[src/design/ple_pkg.sv]
// Shared types and constants for the positional list engine.
`timescale 1ns / 1ps
package ple_pkg;

    // Widest cell index over the supported capacity range (up to 1024 cells)
    localparam int IDX_MAX_W = 10;

    typedef enum logic [2:0] {
        ACT_INS_FRONT = 3'd0,
        ACT_INS_BACK  = 3'd1,
        ACT_INS_AT    = 3'd2,
        ACT_DEL_FRONT = 3'd3,
        ACT_DEL_BACK  = 3'd4,
        ACT_DEL_AT    = 3'd5,
        ACT_DISPLAY   = 3'd6
    } action_t;

    typedef enum logic [1:0] {
        STS_OK       = 2'd0,
        STS_EMPTY    = 2'd1,
        STS_NOTFOUND = 2'd2,
        STS_FULL     = 2'd3
    } status_t;

    typedef enum logic [0:0] {
        S_IDLE    = 1'b0,
        S_DISPLAY = 1'b1
    } state_t;

    typedef enum logic [1:0] {
        CELL_HOLD   = 2'd0,
        CELL_INSERT = 2'd1,
        CELL_DELETE = 2'd2,
        CELL_ROTATE = 2'd3
    } cell_op_t;

    typedef struct packed {
        cell_op_t               op;
        logic [IDX_MAX_W-1:0]   idx;
    } cell_cmd_t;

    typedef struct packed {
        logic [2:0]         action;
        logic signed [31:0] value;
        logic [5:0]         position;
    } req_t;

    typedef struct packed {
        logic [1:0]         status;
        logic signed [31:0] element;
        logic               element_valid;
        logic               last;
    } rsp_t;

endpackage

[src/design/ple_cell.sv]
// One storage cell of the list chain: holds a value and trades it with its neighbors.
`timescale 1ns / 1ps
module ple_cell #(
    parameter int INDEX = 0
) (
    input  logic                  clk,
    input  ple_pkg::cell_cmd_t    cmd,
    input  logic signed [31:0]    prev_value,
    input  logic signed [31:0]    next_value,
    input  logic signed [31:0]    head_value,
    input  logic signed [31:0]    ins_value,
    output logic signed [31:0]    value
);

    localparam logic [ple_pkg::IDX_MAX_W-1:0] MY_IDX = ple_pkg::IDX_MAX_W'(INDEX);

    logic signed [31:0] value_reg;
    logic signed [31:0] value_next;

    always_comb
    begin
        value_next = value_reg;
        case (cmd.op)
            ple_pkg::CELL_INSERT:
            begin
                if (MY_IDX == cmd.idx)
                begin
                    value_next = ins_value;
                end
                else if (MY_IDX > cmd.idx)
                begin
                    value_next = prev_value;
                end
            end
            ple_pkg::CELL_DELETE:
            begin
                if (MY_IDX >= cmd.idx)
                begin
                    value_next = next_value;
                end
            end
            ple_pkg::CELL_ROTATE:
            begin
                // the back cell of the list wraps the head around
                if (MY_IDX == cmd.idx)
                begin
                    value_next = head_value;
                end
                else if (MY_IDX < cmd.idx)
                begin
                    value_next = next_value;
                end
            end
            default:
            begin
                value_next = value_reg;
            end
        endcase
    end

    always_ff @(posedge clk)
    begin
        value_reg <= value_next;
    end

    assign value = value_reg;

endmodule

[src/design/positional_list_engine.sv]
// Top level: ordered list held in a chain of cells, with edit and display control.
// An edit acts on accept; its status sits in the result register next cycle.
// Throughput: one edit per cycle while results are taken; all cells shift in parallel.
// An empty list displays as one status result; n elements hold the input from acceptance
// to the last, one per cycle while results are taken, rotating the chain via the head cell.
// Reset clears length, control state and result valid; cell contents stay undefined.
`timescale 1ns / 1ps
module positional_list_engine #(
    parameter int CAPACITY = 16
) (
    input  logic            clk,
    input  logic            rst_n,
    input  logic            req_valid,
    output logic            req_ready,
    input  ple_pkg::req_t   req,
    output logic            rsp_valid,
    input  logic            rsp_ready,
    output ple_pkg::rsp_t   rsp
);

    localparam int LEN_W = $clog2(CAPACITY + 1);
    localparam int CW    = ((LEN_W > 6) ? LEN_W : 6) + 1;
    localparam int IW    = ple_pkg::IDX_MAX_W;

    ple_pkg::state_t    state_reg, state_next;
    logic [LEN_W-1:0]   len_reg, len_next;
    logic [LEN_W-1:0]   cnt_reg, cnt_next;
    ple_pkg::rsp_t      rsp_reg, rsp_next;
    logic               rsp_valid_reg, rsp_valid_next;

    ple_pkg::cell_cmd_t cmd;
    logic signed [31:0] cell_val [CAPACITY];

    logic               slot_free;
    logic               accept;
    logic               full;
    logic               empty;
    logic [CW-1:0]      pos_ext;
    logic [CW-1:0]      len_ext;
    logic               ins_pos_ok;
    logic               del_pos_ok;
    logic [IW-1:0]      pos_idx;
    logic [IW-1:0]      len_idx;
    logic [IW-1:0]      lenm1_idx;

    genvar g;
    generate
        for (g = 0; g < CAPACITY; g++)
        begin : g_cell
            ple_cell #(
                .INDEX(g)
            ) u_cell (
                .clk        (clk),
                .cmd        (cmd),
                .prev_value ((g == 0) ? req.value : cell_val[(g == 0) ? 0 : g - 1]),
                .next_value ((g == CAPACITY - 1) ? cell_val[g]
                                                 : cell_val[(g == CAPACITY - 1) ? g : g + 1]),
                .head_value (cell_val[0]),
                .ins_value  (req.value),
                .value      (cell_val[g])
            );
        end
    endgenerate

    assign slot_free  = !rsp_valid_reg || rsp_ready;
    assign req_ready  = (state_reg == ple_pkg::S_IDLE) && slot_free;
    assign accept     = req_valid && req_ready;
    assign full       = (len_reg == LEN_W'(CAPACITY));
    assign empty      = (len_reg == '0);
    assign pos_ext    = CW'(req.position);
    assign len_ext    = CW'(len_reg);
    assign ins_pos_ok = (pos_ext != '0) && (pos_ext <= len_ext + CW'(1));
    assign del_pos_ok = (pos_ext != '0) && (pos_ext <= len_ext);
    assign pos_idx    = IW'(pos_ext - CW'(1));
    assign len_idx    = IW'(len_reg);
    assign lenm1_idx  = IW'(len_reg - LEN_W'(1));

    always_comb
    begin
        state_next     = state_reg;
        len_next       = len_reg;
        cnt_next       = cnt_reg;
        rsp_next       = rsp_reg;
        rsp_valid_next = rsp_valid_reg && !rsp_ready;
        cmd.op         = ple_pkg::CELL_HOLD;
        cmd.idx        = '0;

        case (state_reg)
            ple_pkg::S_IDLE:
            begin
                if (accept)
                begin
                    rsp_next.status        = ple_pkg::STS_OK;
                    rsp_next.element       = '0;
                    rsp_next.element_valid = 1'b0;
                    rsp_next.last          = 1'b1;
                    rsp_valid_next         = 1'b1;
                    case (req.action)
                        ple_pkg::ACT_INS_FRONT,
                        ple_pkg::ACT_INS_BACK,
                        ple_pkg::ACT_INS_AT:
                        begin
                            if (full)
                            begin
                                rsp_next.status = ple_pkg::STS_FULL;
                            end
                            else if (req.action == ple_pkg::ACT_INS_AT && !ins_pos_ok)
                            begin
                                rsp_next.status = ple_pkg::STS_NOTFOUND;
                            end
                            else
                            begin
                                cmd.op   = ple_pkg::CELL_INSERT;
                                len_next = len_reg + LEN_W'(1);
                                if (req.action == ple_pkg::ACT_INS_FRONT)
                                begin
                                    cmd.idx = '0;
                                end
                                else if (req.action == ple_pkg::ACT_INS_BACK)
                                begin
                                    cmd.idx = len_idx;
                                end
                                else
                                begin
                                    cmd.idx = pos_idx;
                                end
                            end
                        end
                        ple_pkg::ACT_DEL_FRONT,
                        ple_pkg::ACT_DEL_BACK,
                        ple_pkg::ACT_DEL_AT:
                        begin
                            if (empty)
                            begin
                                rsp_next.status = ple_pkg::STS_EMPTY;
                            end
                            else if (req.action == ple_pkg::ACT_DEL_AT && !del_pos_ok)
                            begin
                                rsp_next.status = ple_pkg::STS_NOTFOUND;
                            end
                            else
                            begin
                                cmd.op   = ple_pkg::CELL_DELETE;
                                len_next = len_reg - LEN_W'(1);
                                if (req.action == ple_pkg::ACT_DEL_FRONT)
                                begin
                                    cmd.idx = '0;
                                end
                                else if (req.action == ple_pkg::ACT_DEL_BACK)
                                begin
                                    cmd.idx = lenm1_idx;
                                end
                                else
                                begin
                                    cmd.idx = pos_idx;
                                end
                            end
                        end
                        ple_pkg::ACT_DISPLAY:
                        begin
                            if (empty)
                            begin
                                rsp_next.status = ple_pkg::STS_EMPTY;
                            end
                            else
                            begin
                                // elements go out from the display state
                                rsp_valid_next = rsp_valid_reg && !rsp_ready;
                                rsp_next       = rsp_reg;
                                cnt_next       = '0;
                                state_next     = ple_pkg::S_DISPLAY;
                            end
                        end
                        default:
                        begin
                            // unused code: drop without a result
                            rsp_valid_next = rsp_valid_reg && !rsp_ready;
                            rsp_next       = rsp_reg;
                        end
                    endcase
                end
            end
            ple_pkg::S_DISPLAY:
            begin
                if (slot_free)
                begin
                    // emit the head and rotate it to the back of the list
                    rsp_next.status        = ple_pkg::STS_OK;
                    rsp_next.element       = cell_val[0];
                    rsp_next.element_valid = 1'b1;
                    rsp_next.last          = (cnt_reg == len_reg - LEN_W'(1));
                    rsp_valid_next         = 1'b1;
                    cmd.op                 = ple_pkg::CELL_ROTATE;
                    cmd.idx                = lenm1_idx;
                    cnt_next               = cnt_reg + LEN_W'(1);
                    if (cnt_reg == len_reg - LEN_W'(1))
                    begin
                        state_next = ple_pkg::S_IDLE;
                    end
                end
            end
            default:
            begin
                state_next = ple_pkg::S_IDLE;
            end
        endcase
    end

    always_ff @(posedge clk or negedge rst_n)
    begin
        if (!rst_n)
        begin
            state_reg     <= ple_pkg::S_IDLE;
            len_reg       <= '0;
            cnt_reg       <= '0;
            rsp_valid_reg <= 1'b0;
        end
        else
        begin
            state_reg     <= state_next;
            len_reg       <= len_next;
            cnt_reg       <= cnt_next;
            rsp_valid_reg <= rsp_valid_next;
        end
    end

    always_ff @(posedge clk)
    begin
        rsp_reg <= rsp_next;
    end

    assign rsp_valid = rsp_valid_reg;
    assign rsp       = rsp_reg;

    a_len_bound: assert property (@(posedge clk) disable iff (!rst_n)
        len_reg <= LEN_W'(CAPACITY))
        else $error("list length above capacity");

    a_display_nonempty: assert property (@(posedge clk) disable iff (!rst_n)
        (state_reg == ple_pkg::S_DISPLAY) |-> (cnt_reg < len_reg))
        else $error("display count outside list");

    a_elem_ok: assert property (@(posedge clk) disable iff (!rst_n)
        (rsp_valid_reg && rsp_reg.element_valid) |-> (rsp_reg.status == ple_pkg::STS_OK))
        else $error("element result with bad status");

    a_full_hold: assert property (@(posedge clk) disable iff (!rst_n)
        (accept && full && (req.action == ple_pkg::ACT_INS_FRONT ||
                            req.action == ple_pkg::ACT_INS_BACK ||
                            req.action == ple_pkg::ACT_INS_AT))
        |=> (len_reg == $past(len_reg)))
        else $error("insert into full list changed length");

endmodule
[config.mk]
export PLATFORM = sky130hd
export DESIGN_NAME = positional_list_engine
export DESIGN_NICKNAME = d
export VERILOG_FILES = /design/src/design/ple_pkg.sv /design/src/design/ple_cell.sv /design/src/design/positional_list_engine.sv
export SDC_FILE = /design/constraint.sdc
export NUM_CORES = 2
export LEC_CHECK = 0
export CAP_MARGIN = 40
export CORE_ASPECT_RATIO = 1.5
export CORE_MARGIN = 8
export CORE_UTILIZATION = 64
export DETAILED_ROUTE_END_ITERATION = 7
export DONT_BUFFER_PORTS = 1
export PLACE_DENSITY = 0.8
export SYNTH_ARGS = -nofsm -noshare
export SYNTH_HDL_FRONTEND = slang
export SYNTH_SLANG_ARGS = --single-unit
[constraint.sdc]
create_clock -name clk -period 8.5 [get_ports clk]
set_input_delay 1.7 -clock clk [delete_from_list [all_inputs] [get_ports clk]]
set_output_delay 1.7 -clock clk [all_outputs]
set_load 0.005 [all_outputs]
==> results.ini <==
[route]
route.vias.total = 26300
drt-total-wl_mm = 114
drt_iter0_drc = 4904
dr.pass1.iters = 8
wl_per_cell_um = 35.3
vias_per_cell = 8.15
drtAntennaViolNets = 0
remaining_drc_errors = 3

[placed_design]
hpwl_mm = 68.5
place_inst = 3112
gp_congestion = 0.946
placed_area_um2 = 30400
port_buffers = 0

[critical_path]
start_kind = flip-flop
rr_startpoint = len_reg[4]
endpoint = g_cell[10].u_cell.value[2]
path_common_cell = buf_4
rr_worst_depth = 14
crit_path_max_fanout = 33
critPathLaunch = len_reg[4]
r2r_slack_ns = 2.19
cp-end-kind = flip-flop
cpMaxStageDelayCell = or4_1
path_class = flip-flop to flip-flop
worstPathCellList = clkinv_1, or3_1, ha_1, and4_1, o21ai_0, a32oi_1, nor3_1, or4_1, nor3_4, nand3_1, buf_4, a21o_1, a21oi_4, buf_4
crit_cells = 14
cp.arrival_ns = 6.57
worst_path_largest_cell_delay_ns = 0.73
cp_num_buf_inv = 3
r2r-end = g_cell[10].u_cell.value[2]
cp.required_ns = 8.76
critical-path-top-delay-family = simple AND/OR/NAND/NOR gates

[run]
maxCapViolCount = 0

[global_route]
antenna_found_initial = 8
grt_pass1_wl_mm = 164
grt_max_degree = 158
grt_pass1_vias = 25500
grt_use_total_pct = 41.7
grt-ovfl-total = 0

[synthesis]
ys_seq_area_share_pct = 57.1
synth_ff_type = edfxtp_1
synth_nets = 2742
ys_warn_count = 0
synthCells = 2682
synthArstFlopShare_pct = 2.14
synth_area_um2 = 29400
avgSynthCellArea_um2 = 10.9
ys_types = 67
ys_seq_elements = 560
synth_edf_count = 548

[timing]
min_period_ns = 6.31
fin_skew_ns = 0.0417
fmax_mhz = 159
rsz0062_at_grt = false
setup_viol_count_final = 0
hold_viol_final = 0
slew_headroom_pct = 31.9
worstMarginPinSlew_ns = 1.02
slew_viol_final = 0
finalSetupTns_ns = 0
period_share_pct = 74.2

[power_and_ir_drop]
power_density_nw_per_um2 = 390
total_leakage_power_nw = 12.2
ir_drop_uv = 276

[floorplanning]
die_h_um = 278
boundaryPins = 83
initial_core_util_pct = 64.5
placementRows = 96
core_area_um2 = 45500
die_w_um = 191
die_area_um2 = 53100

[final_layout]
nets = 2640
stdcell_count = 3223
drive_gt1_share_pct = 9.07
final_core_util_pct = 71.0
fillers = 3110
largest_reg_flops = 512
fin_area_um2 = 32300
syn_to_final_growth_pct = 10.1
final_common_cell = edfxtp_1
mostFrequentLayoutCells = edfxtp_1, nand2_1, a221o_1, nor2_1, and3_1

[clocking]
cts_setup_buffers = 0
ctsHoldBuffers = 0
clk_path_buf_depth = 3
clkLatencyLatePin_ns = 0.61
cts_tree = built
clk_pin_slew_ns = 0.07
htreeDepth = 2
clkSinkCount = 560
cts_inserted_buffers = 52
cts_resized = 0
clockRootBuffer = clkbuf_16

[outcome]
violations = design-rule violations
status = finished, violations left

[hold_path]
hp-class = flip-flop to flip-flop

synth_stat cells (48+ instances only):
master	n	area (um2)
nor2_1	279	1050
a21oi_1	61	305
nand2_1	504	1890
a221oi_1	85	744
a221o_1	347	3470
a31oi_1	95	594
and3_1	121	757
mux2i_1	48	480
o21ai_0	56	280
and2_1	61	382
clkbuf_1	192	721
edfxtp_1	548	16500
cell families (layout without fill, tap and decap cells):
kind of cell,after synthesis,count (layout),synth area share [%]
and+or+nand+nor,1061,1061,16.0
DFF,560,560,57.1
adders and majority gates,15,15,0.639
buffers and inverters,255,197,3.42
other,0,11,0
AOI/OAI and AO/OA,715,715,20.3
muxes,51,51,1.75
xor gates and xnor gates,25,25,0.746
tightest hold or removal path, stage by stage, from the launching register on:
cell and delay, ns:
edfxtp_1 0.35, nand2_1 0.05, nand2_1 0.05
metal layers:
metal | routed length [um] | track usage (%) | share of wire (%) | vias up
li1 | - | - | - | 10300
met1 | 33700 | 48.7 | 30 | 12100
met2 | 48900 | 61.7 | 43 | 2970
met3 | 19000 | 13.9 | 17 | 901
met4 | 11900 | 34.1 | 10 | 6
met5 | 89 | 0.937 | 0.078 | -
final cells by class:
class / instances / area (um2) / share of cell area, %
Multi-Input combinational cell: 1867 / 12000 / 37.1
Inverter: 13 / 48.8 / 0.151
Tap cell: 588 / 736 / 2.28
Clock buffer: 56 / 1340 / 4.14
Sequential cell: 560 / 16800 / 51.8
Timing Repair Buffer: 86 / 905 / 2.80
Clock inverter: 42 / 508 / 1.57
Antenna cell: 11 / 27.5 / 0.0852
where the power goes:
part           switching (mW)  internal, mW
logic                    3.07          1.55
registers               0.738          4.66
clock network            1.10          1.48
total                    4.91          7.69
worst min-delay path by stage:
stage / end / slack [ns] / cells past startpoint / startpoint
3_5_place_dp: g_cell[0].u_cell.value[20] / 0.53 / 2 / g_cell[1].u_cell.value[20]
3_3_place_gp: g_cell[0].u_cell.value[6] / 0.52 / 2 / g_cell[1].u_cell.value[6]
2_1_floorplan: cnt_reg[0] / 0.50 / 1 / cnt_reg[0]
4_1_cts: g_cell[0].u_cell.value[20] / 0.54 / 2 / g_cell[1].u_cell.value[20]
6_report: g_cell[0].u_cell.value[11] / 0.55 / 2 / g_cell[1].u_cell.value[11]
5_1_grt: g_cell[14].u_cell.value[18] / 0.58 / 1 / g_cell[15].u_cell.value[18]
through the flow:
step,hold slack (ns),power (mW),setup slack [ns]
floorplan,0.503,7.87,1.33
global placement,0.520,9.43,1.87
detailed placement,0.526,9.71,1.85
CTS,0.544,12.3,2.35
global route,0.581,12.9,2.13
finish,0.549,12.6,2.19
Power figures use the tool's default switching activity.
